[config.mk]
export PLATFORM = sky130hd
export DESIGN_NAME = decimal_text_to_integer_flat
export DESIGN_NICKNAME = d
export VERILOG_FILES = /design/src/sv/dtti_pkg.sv /design/src/sv/dtti_intf.sv /design/src/sv/dtti_char_class.sv /design/src/sv/dtti_parse_core.sv /design/src/sv/decimal_text_to_integer.sv /design/src/flat_wrapper.sv
export VERILOG_INCLUDE_DIRS = /design/src /design/src/sv
export SDC_FILE = /design/constraint.sdc
export NUM_CORES = 1
export LEC_CHECK = 0
export ABC_AREA = 1
export BUFFER_PORTS_ARGS = -buffer_cell sky130_fd_sc_hd__buf_2
export CAP_MARGIN = 20
export CORE_AREA = 4 4 186 188
export CTS_CLUSTER_DIAMETER = 150
export DETAILED_ROUTE_END_ITERATION = 8
export DIE_AREA = 0 0 190 192
export PLACE_DENSITY_LB_ADDON = 0.08
export SLEW_MARGIN = 20
export SYNTH_ARGS = -nofsm -noshare
export SYNTH_HDL_FRONTEND = slang
export SYNTH_HIERARCHICAL = 1
export SYNTH_SLANG_ARGS = --single-unit
export TNS_END_PERCENT = 100
[constraint.sdc]
create_clock -name clk_i -period 9.4 [get_ports clk_i]
set_input_delay 1.41 -clock clk_i [delete_from_list [all_inputs] [get_ports clk_i]]
set_output_delay 1.41 -clock clk_i [all_outputs]
set_load 0.01 [all_outputs]
[src/sv/decimal_text_to_integer_assert.svh]
// Assertion macros shared by the decimal text parser modules.
// Each macro expects clk_i to be visible where it is used; DTTI_ASSERT also expects rst_ni.
`ifndef DECIMAL_TEXT_TO_INTEGER_ASSERT_SVH
`define DECIMAL_TEXT_TO_INTEGER_ASSERT_SVH

// Checked only while out of reset.
`define DTTI_ASSERT(lbl, prop, msg) \
  lbl: assert property (@(posedge clk_i) disable iff (!rst_ni) prop) \
    else $error(msg);

// Checked at every edge, reset included.
`define DTTI_ASSERT_ALWAYS(lbl, prop, msg) \
  lbl: assert property (@(posedge clk_i) prop) else $error(msg);

`endif

[src/sv/dtti_pkg.sv]
`default_nettype none

package dtti_pkg;

  // Character codes, compared after zero extension to 32 bits
  localparam logic [31:0] CodeZero  = 32'd48;
  localparam logic [31:0] CodeNine  = 32'd57;
  localparam logic [31:0] CodeMinus = 32'd45;
  localparam logic [31:0] CodePlus  = 32'd43;

  // Configuration port
  localparam int unsigned CfgIdxWidth  = 8;
  localparam int unsigned CfgDataWidth = 16;

  localparam logic [CfgIdxWidth-1:0] CfgSpaceA = 8'd0;
  localparam logic [CfgIdxWidth-1:0] CfgSpaceB = 8'd1;

  localparam logic [CfgDataWidth-1:0] SpaceAReset = 16'd32;
  localparam logic [CfgDataWidth-1:0] SpaceBReset = 16'd9;

  typedef enum logic [2:0] {
    PhLead,
    PhSign,
    PhDigits,
    PhTrail,
    PhBad
  } phase_e;

  typedef struct packed {
    logic       is_space;
    logic       is_digit;
    logic       is_minus;
    logic       is_plus;
    logic [3:0] digit;
  } char_class_t;

  typedef struct packed {
    logic valid_res;
    logic is_number;
    logic overflow;
  } res_flags_t;

endpackage

`default_nettype wire

[src/sv/dtti_intf.sv]
`default_nettype none

interface dtti_in_if #(
  parameter int unsigned CHAR_WIDTH = 16
);
  logic                  valid;
  logic                  ready;
  logic [CHAR_WIDTH-1:0] char_code;
  logic                  has_char;
  logic                  last;

  modport source (output valid, char_code, has_char, last, input ready);
  modport sink   (input valid, char_code, has_char, last, output ready);
endinterface

interface dtti_out_if #(
  parameter int unsigned VALUE_WIDTH = 64
);
  logic                          valid;
  logic                          ready;
  logic signed [VALUE_WIDTH-1:0] value;
  logic                          valid_res;
  logic                          is_number;
  logic                          overflow;

  modport source (output valid, value, valid_res, is_number, overflow, input ready);
  modport sink   (input valid, value, valid_res, is_number, overflow, output ready);
endinterface

interface dtti_cfg_if;
  logic                                 valid;
  logic                                 ready;
  logic [dtti_pkg::CfgIdxWidth-1:0]  index;
  logic [dtti_pkg::CfgDataWidth-1:0] data;

  modport source (output valid, index, data, input ready);
  modport sink   (input valid, index, data, output ready);
endinterface

`default_nettype wire

[src/sv/dtti_char_class.sv]
`default_nettype none

module dtti_char_class #(
  parameter int unsigned CHAR_WIDTH = 16
) (
  input  wire logic [CHAR_WIDTH-1:0]               char_code_i,
  input  wire logic [dtti_pkg::CfgDataWidth-1:0]   space_a_i,
  input  wire logic [dtti_pkg::CfgDataWidth-1:0]   space_b_i,
  output dtti_pkg::char_class_t                    class_o
);

  logic [31:0]           code32;
  logic [31:0]           space_a32;
  logic [31:0]           space_b32;
  logic [CHAR_WIDTH-1:0] space_a;
  logic [CHAR_WIDTH-1:0] space_b;

  // Space codes are compared in the low CHAR_WIDTH bits only
  assign code32    = 32'(char_code_i);
  assign space_a32 = 32'(space_a_i);
  assign space_b32 = 32'(space_b_i);
  assign space_a   = space_a32[CHAR_WIDTH-1:0];
  assign space_b   = space_b32[CHAR_WIDTH-1:0];

  always_comb begin
    class_o.is_space = (char_code_i == space_a) || (char_code_i == space_b);
    class_o.is_digit = (code32 >= dtti_pkg::CodeZero) && (code32 <= dtti_pkg::CodeNine);
    class_o.is_minus = (code32 == dtti_pkg::CodeMinus);
    class_o.is_plus  = (code32 == dtti_pkg::CodePlus);
    // '0' sits at 0x30, so the low nibble is the digit value
    class_o.digit    = code32[3:0];
  end

endmodule

`default_nettype wire

[src/sv/dtti_parse_core.sv]
`default_nettype none
`include "decimal_text_to_integer_assert.svh"

module dtti_parse_core #(
  parameter int unsigned VALUE_WIDTH = 64
) (
  input  wire logic                          clk_i,
  input  wire logic                          rst_ni,
  input  wire logic                          step_i,
  input  wire logic                          has_char_i,
  input  wire logic                          last_i,
  input  wire dtti_pkg::char_class_t         class_i,
  output logic signed [VALUE_WIDTH-1:0]      value_o,
  output dtti_pkg::res_flags_t               flags_o
);

  localparam int unsigned MagWidth = VALUE_WIDTH - 1;
  localparam int unsigned AccWidth = VALUE_WIDTH + 3;
  localparam logic [MagWidth-1:0] MaxMag = {MagWidth{1'b1}};

  dtti_pkg::phase_e    phase_q, phase_d, phase_c;
  logic                neg_q, neg_d, neg_c;
  logic [MagWidth-1:0] mag_q, mag_d, mag_c;
  logic                sat_q, sat_d, sat_c;

  logic [AccWidth-1:0] acc;
  logic                acc_ovf;
  logic [MagWidth-1:0] mag_add;
  logic                sat_add;
  logic [VALUE_WIDTH-1:0] mag_ext;

  // magnitude * 10 + digit, checked against the largest positive value
  assign acc     = (AccWidth'(mag_q) << 3) + (AccWidth'(mag_q) << 1)
                 + AccWidth'(class_i.digit);
  assign acc_ovf = sat_q || (acc > AccWidth'(MaxMag));
  assign mag_add = acc_ovf ? MaxMag : acc[MagWidth-1:0];
  assign sat_add = acc_ovf;

  always_ff @(posedge clk_i or negedge rst_ni) begin
    if (!rst_ni) begin
      phase_q <= dtti_pkg::PhLead;
      neg_q   <= 1'b0;
      mag_q   <= '0;
      sat_q   <= 1'b0;
    end else begin
      phase_q <= phase_d;
      neg_q   <= neg_d;
      mag_q   <= mag_d;
      sat_q   <= sat_d;
    end
  end

  always_comb begin
    phase_c = phase_q;
    neg_c   = neg_q;
    mag_c   = mag_q;
    sat_c   = sat_q;
    if (has_char_i) begin
      case (phase_q)
        dtti_pkg::PhLead: begin
          // space wins over sign and digit here
          if (class_i.is_space) begin
            phase_c = dtti_pkg::PhLead;
          end else if (class_i.is_minus) begin
            neg_c   = 1'b1;
            phase_c = dtti_pkg::PhSign;
          end else if (class_i.is_plus) begin
            phase_c = dtti_pkg::PhSign;
          end else if (class_i.is_digit) begin
            mag_c   = mag_add;
            sat_c   = sat_add;
            phase_c = dtti_pkg::PhDigits;
          end else begin
            phase_c = dtti_pkg::PhBad;
          end
        end
        dtti_pkg::PhSign: begin
          if (class_i.is_digit) begin
            mag_c   = mag_add;
            sat_c   = sat_add;
            phase_c = dtti_pkg::PhDigits;
          end else begin
            phase_c = dtti_pkg::PhBad;
          end
        end
        dtti_pkg::PhDigits: begin
          // digit wins over space once digits have started
          if (class_i.is_digit) begin
            mag_c = mag_add;
            sat_c = sat_add;
          end else if (class_i.is_space) begin
            phase_c = dtti_pkg::PhTrail;
          end else begin
            phase_c = dtti_pkg::PhBad;
          end
        end
        dtti_pkg::PhTrail: begin
          if (!class_i.is_space) begin
            phase_c = dtti_pkg::PhBad;
          end
        end
        default: begin
          phase_c = dtti_pkg::PhBad;
        end
      endcase
    end

    // hold unless an item steps through; restart the parse after the last item
    phase_d = phase_q;
    neg_d   = neg_q;
    mag_d   = mag_q;
    sat_d   = sat_q;
    if (step_i) begin
      if (last_i) begin
        phase_d = dtti_pkg::PhLead;
        neg_d   = 1'b0;
        mag_d   = '0;
        sat_d   = 1'b0;
      end else begin
        phase_d = phase_c;
        neg_d   = neg_c;
        mag_d   = mag_c;
        sat_d   = sat_c;
      end
    end
  end

  // Result as seen after this item is consumed
  assign mag_ext = {1'b0, mag_c};

  always_comb begin
    value_o           = '0;
    flags_o.valid_res = 1'b0;
    flags_o.is_number = 1'b0;
    flags_o.overflow  = 1'b0;
    case (phase_c)
      dtti_pkg::PhLead: begin
        flags_o.valid_res = 1'b1;
      end
      dtti_pkg::PhDigits, dtti_pkg::PhTrail: begin
        value_o           = neg_c ? $signed('0 - mag_ext) : $signed(mag_ext);
        flags_o.valid_res = 1'b1;
        flags_o.is_number = 1'b1;
        flags_o.overflow  = sat_c;
      end
      default: begin
        value_o = '0;
      end
    endcase
  end

  `DTTI_ASSERT(a_sat_pins_max,
               sat_q |-> (mag_q == MaxMag),
               "saturated magnitude not at maximum")
  `DTTI_ASSERT(a_lead_is_clean,
               (phase_q == dtti_pkg::PhLead) |-> (mag_q == '0 && !neg_q && !sat_q),
               "leading phase carries stale sign or magnitude")

endmodule

`default_nettype wire

[src/sv/decimal_text_to_integer.sv]
// Flow: an accepted item waits in the input register and is parsed as it steps out;
//   a string's result is loaded into the result register at that same step.
// Throughput: one item per cycle, set by the multiply-by-ten-and-add step that
//   updates the magnitude; stalls only when a result waits unaccepted.
// Reset: space codes return to 32 and 9, the parser to its leading-space phase,
//   and both the item and result registers empty.
`default_nettype none
`include "decimal_text_to_integer_assert.svh"

module decimal_text_to_integer #(
  parameter int unsigned VALUE_WIDTH = 64,
  parameter int unsigned CHAR_WIDTH  = 16
) (
  input  wire logic    clk_i,
  input  wire logic    rst_ni,
  dtti_cfg_if.sink     cfg_i,
  dtti_in_if.sink      in_i,
  dtti_out_if.source   out_o
);

  // Configuration registers: the two codes skipped as space
  logic [dtti_pkg::CfgDataWidth-1:0] space_a_q;
  logic [dtti_pkg::CfgDataWidth-1:0] space_b_q;

  // Input register holding one item
  logic                  iv_q;
  logic [CHAR_WIDTH-1:0] char_q;
  logic                  has_q;
  logic                  last_q;

  // Result register
  logic                          ov_q;
  logic signed [VALUE_WIDTH-1:0] value_q;
  dtti_pkg::res_flags_t          flags_q;

  logic                          out_free;
  logic                          adv;
  logic                          in_take;
  dtti_pkg::char_class_t         char_class;
  logic signed [VALUE_WIDTH-1:0] res_value;
  dtti_pkg::res_flags_t          res_flags;

  // Writes are to arrive only while idle; the block does not enforce this, and the port is always open
  assign cfg_i.ready = 1'b1;

  always_ff @(posedge clk_i or negedge rst_ni) begin
    if (!rst_ni) begin
      space_a_q <= dtti_pkg::SpaceAReset;
      space_b_q <= dtti_pkg::SpaceBReset;
    end else if (cfg_i.valid) begin
      case (cfg_i.index)
        dtti_pkg::CfgSpaceA: space_a_q <= cfg_i.data;
        dtti_pkg::CfgSpaceB: space_b_q <= cfg_i.data;
        default: begin
          // drop writes to unknown registers
        end
      endcase
    end
  end

  // An item that ends a string needs room in the result register;
  // any other item steps through the parser without waiting.
  assign out_free   = !ov_q || out_o.ready;
  assign adv        = iv_q && (!last_q || out_free);
  assign in_i.ready = !iv_q || adv;
  assign in_take    = in_i.valid && in_i.ready;

  always_ff @(posedge clk_i or negedge rst_ni) begin
    if (!rst_ni) begin
      iv_q <= 1'b0;
    end else if (in_take) begin
      iv_q <= 1'b1;
    end else if (adv) begin
      iv_q <= 1'b0;
    end
  end

  always_ff @(posedge clk_i) begin
    if (in_take) begin
      char_q <= in_i.char_code;
      has_q  <= in_i.has_char;
      last_q <= in_i.last;
    end
  end

  dtti_char_class #(
    .CHAR_WIDTH (CHAR_WIDTH)
  ) u_class (
    .char_code_i (char_q),
    .space_a_i   (space_a_q),
    .space_b_i   (space_b_q),
    .class_o     (char_class)
  );

  dtti_parse_core #(
    .VALUE_WIDTH (VALUE_WIDTH)
  ) u_core (
    .clk_i      (clk_i),
    .rst_ni     (rst_ni),
    .step_i     (adv),
    .has_char_i (has_q),
    .last_i     (last_q),
    .class_i    (char_class),
    .value_o    (res_value),
    .flags_o    (res_flags)
  );

  // Load a result when the last item of a string steps; clear once taken
  always_ff @(posedge clk_i or negedge rst_ni) begin
    if (!rst_ni) begin
      ov_q <= 1'b0;
    end else if (adv && last_q) begin
      ov_q <= 1'b1;
    end else if (out_o.ready) begin
      ov_q <= 1'b0;
    end
  end

  always_ff @(posedge clk_i) begin
    if (adv && last_q) begin
      value_q <= res_value;
      flags_q <= res_flags;
    end
  end

  assign out_o.valid     = ov_q;
  assign out_o.value     = value_q;
  assign out_o.valid_res = flags_q.valid_res;
  assign out_o.is_number = flags_q.is_number;
  assign out_o.overflow  = flags_q.overflow;

  `DTTI_ASSERT(a_invalid_is_zero,
               (ov_q && !flags_q.valid_res) |-> (value_q == '0),
               "invalid result with nonzero value")
  `DTTI_ASSERT(a_ovf_needs_number,
               (ov_q && flags_q.overflow) |-> flags_q.is_number,
               "overflow flagged without a number")
  `DTTI_ASSERT(a_item_held,
               (iv_q && !adv) |=> iv_q,
               "stalled item lost from input register")
  `DTTI_ASSERT_ALWAYS(a_reset_empty,
                      !rst_ni |-> !ov_q,
                      "result offered during reset")

endmodule

`default_nettype wire
[src/flat_wrapper.sv]
// flat-port wrapper written by rule: the top's interface ports become plain ports
module decimal_text_to_integer_flat 
#(
  parameter int unsigned VALUE_WIDTH = 64,
  parameter int unsigned CHAR_WIDTH  = 16
)
  (clk_i, rst_ni, cfg_i_valid, cfg_i_index, cfg_i_data, cfg_i_ready, in_i_valid, in_i_char_code, in_i_has_char, in_i_last, in_i_ready, out_o_valid, out_o_value, out_o_valid_res, out_o_is_number, out_o_overflow, out_o_ready);
  dtti_cfg_if cfg_i_i ();
  dtti_in_if #(.CHAR_WIDTH(CHAR_WIDTH)) in_i_i ();
  dtti_out_if #(.VALUE_WIDTH(VALUE_WIDTH)) out_o_i ();
  input  wire logic clk_i;
  input  wire logic rst_ni;
  input wire logic [$bits(cfg_i_i.valid)-1:0] cfg_i_valid;
  input wire logic [$bits(cfg_i_i.index)-1:0] cfg_i_index;
  input wire logic [$bits(cfg_i_i.data)-1:0] cfg_i_data;
  output wire logic [$bits(cfg_i_i.ready)-1:0] cfg_i_ready;
  input wire logic [$bits(in_i_i.valid)-1:0] in_i_valid;
  input wire logic [$bits(in_i_i.char_code)-1:0] in_i_char_code;
  input wire logic [$bits(in_i_i.has_char)-1:0] in_i_has_char;
  input wire logic [$bits(in_i_i.last)-1:0] in_i_last;
  output wire logic [$bits(in_i_i.ready)-1:0] in_i_ready;
  output wire logic [$bits(out_o_i.valid)-1:0] out_o_valid;
  output wire logic [$bits(out_o_i.value)-1:0] out_o_value;
  output wire logic [$bits(out_o_i.valid_res)-1:0] out_o_valid_res;
  output wire logic [$bits(out_o_i.is_number)-1:0] out_o_is_number;
  output wire logic [$bits(out_o_i.overflow)-1:0] out_o_overflow;
  input wire logic [$bits(out_o_i.ready)-1:0] out_o_ready;
  assign cfg_i_i.valid = cfg_i_valid;
  assign cfg_i_i.index = cfg_i_index;
  assign cfg_i_i.data = cfg_i_data;
  assign cfg_i_ready = cfg_i_i.ready;
  assign in_i_i.valid = in_i_valid;
  assign in_i_i.char_code = in_i_char_code;
  assign in_i_i.has_char = in_i_has_char;
  assign in_i_i.last = in_i_last;
  assign in_i_ready = in_i_i.ready;
  assign out_o_valid = out_o_i.valid;
  assign out_o_value = out_o_i.value;
  assign out_o_valid_res = out_o_i.valid_res;
  assign out_o_is_number = out_o_i.is_number;
  assign out_o_overflow = out_o_i.overflow;
  assign out_o_i.ready = out_o_ready;
  decimal_text_to_integer #(.VALUE_WIDTH(VALUE_WIDTH), .CHAR_WIDTH(CHAR_WIDTH)) u_core (.clk_i(clk_i), .rst_ni(rst_ni), .cfg_i(cfg_i_i), .in_i(in_i_i), .out_o(out_o_i));
endmodule
==> impl_metrics.json <==
{
  "status": "finished clean",
  "grt_antenna_before_repair": 0,
  "postCtsHoldBufs": 0,
  "synth_seq_area_share_pct": 26.1,
  "skew_ns": 0.0163,
  "path_max_fanout": 53,
  "drt_iter0_drc": 2829,
  "yosysWarnings": 6,
  "htreeDepth": 4,
  "crit_family": "simple AND/OR/NAND/NOR gates",
  "drt-vias-per-instance": 5.77,
  "hold_viol_final": 0,
  "peakVddDrop_uv": 188,
  "cts-resized-gates": 0,
  "max_freq_mhz": 166,
  "cts_post_setup_buffers_inserted": 0,
  "grtUsageTotal_pct": 37.6,
  "worst_slack_ns": 3.38,
  "die_h_um": 192,
  "relSlewSlack_pct": 23.7,
  "fin_crit_sh_pct": 64.0,
  "yosys-top-cells-area": "nand2_1 22%, edfxtp_1 13%, dfrtp_1 13%, inv_1 8.6%, ha_1 8.0%",
  "required_ns": 9.60,
  "ys_ff_latch": 187,
  "initial_core_util_pct": 59.2,
  "finalCriticalPeriod_ns": 6.02,
  "tightest_slew_ns": 1.14,
  "setup-tns-final_ns": 0,
  "rsz0062_at_grt": "no",
  "firstDrtPassIters": 8,
  "holdCritPathClass": "register to register",
  "synthCells": 3212,
  "max-cap-violations": 0,
  "io_buffer_count": 115,
  "slew_violations": 0,
  "synth_flop_cell": "dfrtp_1",
  "grt_pass1_vias": 20200,
  "numCtsBuffers": 17,
  "area_growth_pct": 6.71,
  "slowest_delay_ns": 0.85,
  "final.fill_count": 3204,
  "vias": 21500,
  "cp-end-kind": "register",
  "synth_edf_count": 85,
  "drive_gt1_share_pct": 9.62,
  "wl_um": 69200,
  "dieArea_um2": 36500,
  "clockRootBuffer": "clkbuf_16",
  "dp_slack_ns": 3.59,
  "ys_types": 56,
  "cp_slowest_cell": "nor2_1",
  "grt_max_degree": 86,
  "cp_num_buf_inv": 5,
  "power.density_nw_per_um2": 92.7,
  "syn_area_um2": 19600,
  "ctsLongestPathBuffers": 2,
  "cts.sink_count": 187,
  "total_leakage_power_nw": 11.8,
  "cts.clk_slew.worst_paths_ns": 0.07,
  "cp_common_cell": "nand2_1",
  "drc_errors": 0,
  "nets": 3435,
  "synth_area_leader_cell": "nand2_1",
  "critPathKind": "register to register",
  "die_x_um": 190,
  "startpoint_type": "register",
  "core_area_um2": 33100,
  "cts_tree": "yes",
  "finalSetupViolCount": 0,
  "dpl.hpwl_um": 53700,
  "gpl.final_weighted_congestion": 1.04,
  "syn_nets": 3387,
  "grt_overflow": 0,
  "wire_per_inst_um": 18.6,
  "critPathArrivalTime_ns": 6.22,
  "clock_latency_ns": 0.47,
  "synth_top_area_share_pct": 22.1,
  "synthArstFlopShare_pct": 54.5,
  "detail-route-antenna-nets": 0,
  "syn_avg_cell_area_um2": 6.10,
  "boundaryPins": 117,
  "grt_pass1_wl_um": 108000,
  "row_count": 67
}
[per-stage QoR]
stage / util (%) / hold WS (ns) / std cells / power, mW / area (um2)
2_1_floorplan: - / 0.450 / 3212 / 1.13 / 19600
3_3_place_gp: 61.3 / 0.462 / 3688 / 1.20 / 20300
3_5_place_dp: 61.3 / 0.464 / 3688 / 1.21 / 20300
4_1_cts: 63.1 / 0.474 / 3720 / 1.92 / 20900
5_1_grt: 63.1 / 0.498 / 3721 / 1.99 / 20900
6_report: 63.2 / 0.472 / 3722 / 1.94 / 20900
[final timing paths]
check                                                     start                                   to  slack [ns]  cells after the start
worst max-delay path                u_core/char_q[13]$_DFFE_PP_     u_core/out_o.value[50]$_DFFE_PP_        3.38                     29
worst min-delay path            u_core/space_b_q[3]$_DFFE_PN1P_      u_core/space_b_q[3]$_DFFE_PN1P_        0.47                      2
worst max register to register      u_core/char_q[13]$_DFFE_PP_     u_core/out_o.value[50]$_DFFE_PP_        3.38                     29
worst min register to register  u_core/space_b_q[3]$_DFFE_PN1P_      u_core/space_b_q[3]$_DFFE_PN1P_        0.47                      2
max in group asynchronous                                rst_ni      u_core/space_b_q[4]$_DFFE_PN0P_        7.12                      2
min in group asynchronous                                rst_ni  u_core/u_core/mag_q[51]$_DFFE_PN0P_        0.98                      1
[routing by layer]
layer  share of wire (%)  vias to the layer above  GRT usage, %
met2                  46                     1248          63.0
met4                 5.5                        0          18.6
met5                   0                        -             0
met1                  38                     9731          46.9
li1                    -                    10300             -
met3                 9.9                      228          6.67
[power breakdown]
part           internal [mW]  leakage [nW]  switching (mW)
clock                  0.369         0.259           0.359
sequential             0.886          2.23          0.0211
combinational         0.0733          9.29           0.230
[final cells by class]
class	count	area, um2	share of cell area (%)
Clock inverter	15	141	0.676
Inverter	493	1850	8.85
Antenna cell	1	2.50	0.0120
Clock buffer	17	425	2.03
Timing Repair Buffer	131	718	3.43
Tap cell	448	561	2.68
Multi-Input combinational cell	2430	12100	57.9
Sequential cell	187	5110	24.4
[registers in the layout (all words and copies together), names as in the netlist]
name / cells
u_core/u_core/sat_q: 1
u_core/u_core/phase_q: 3
u_core/out_o.is_number: 1
u_core/out_o.value: 64
u_core/u_core/neg_q: 1
u_core/char_q: 16
u_core/out_o.valid: 1
u_core/out_o.valid_res: 1
u_core/space_a_q: 16
u_core/has_q: 1
u_core/out_o.overflow: 1
u_core/u_core/mag_q: 63
u_core/last_q: 1
u_core/iv_q: 1
u_core/space_b_q: 16
[cell usage in the layout, fill, tap and decap left out, types with 8 or more instances in the layout]
cell type  instances
nand3b_1          22
a31oi_1           15
dfrtp_1           99
o21ai_1           11
nor2_1           357
nand2_1         1153
a21oi_2            8
edfxtp_1          85
xnor2_1           35
nor2_2            25
nor2_4            11
nand3_1          169
inv_1            449
nand2_2           39
o22ai_1           42
clkbuf_16         17
nand4_1           76
a21oi_1          136
inv_2             40
ha_1             126
o21ai_0          105
nor3_1            27
o21bai_1          11
buf_4             16
buf_2            114
[worst min-delay path: cells and delay by family (launching register included)]
kind	cells	cell delay, ns
AND/OR/NAND/NOR	2	0.09
flip-flops	1	0.37
[logic make-up after synthesis]
kind of cell / after synthesis / share of synthesized area (%)
XOR/XNOR: 40 / 1.79
flip-flops: 187 / 26.1
AND/OR/NAND/NOR: 1908 / 41.4
AO/OA/AOI/OAI: 353 / 10.2
other: 1 / 0.0191
buffers and inverters: 595 / 12.3
adder cells (fa/ha/maj): 128 / 8.25
[Yosys cell counts (2+ instances only)]
cell type     n
inv_1       451
o211ai_1      4
buf_1         2
edfxtp_1     85
nor2_4       10
clkinv_1      4
nand2_1    1153
buf_4        14
and3_1        3
clkbuf_1     58
a21oi_2       9
dfrtp_1      99
buf_2        14
nand3_2       6
inv_2        38
nor3_1       27
dfstp_2       3
nand2_2      39
nor2_1      359
and2_1        4
xor2_1        5
xnor2_1      35
nand4_1      76
nand3b_1     22
o21ai_1      11
a21oi_1     136
o21bai_1     11
o21ai_0     105
o22ai_1      42
a21o_1        2
a21oi_4       3
a22o_1        5
nor3_2        3
ha_1        126
nand3_1     169
nor2_2       24
a31oi_1      16
fa_1          2
buf_6        13
nand3_4       3
o311ai_0      2
nand2_4       5
Power figures use the tool's default switching activity.
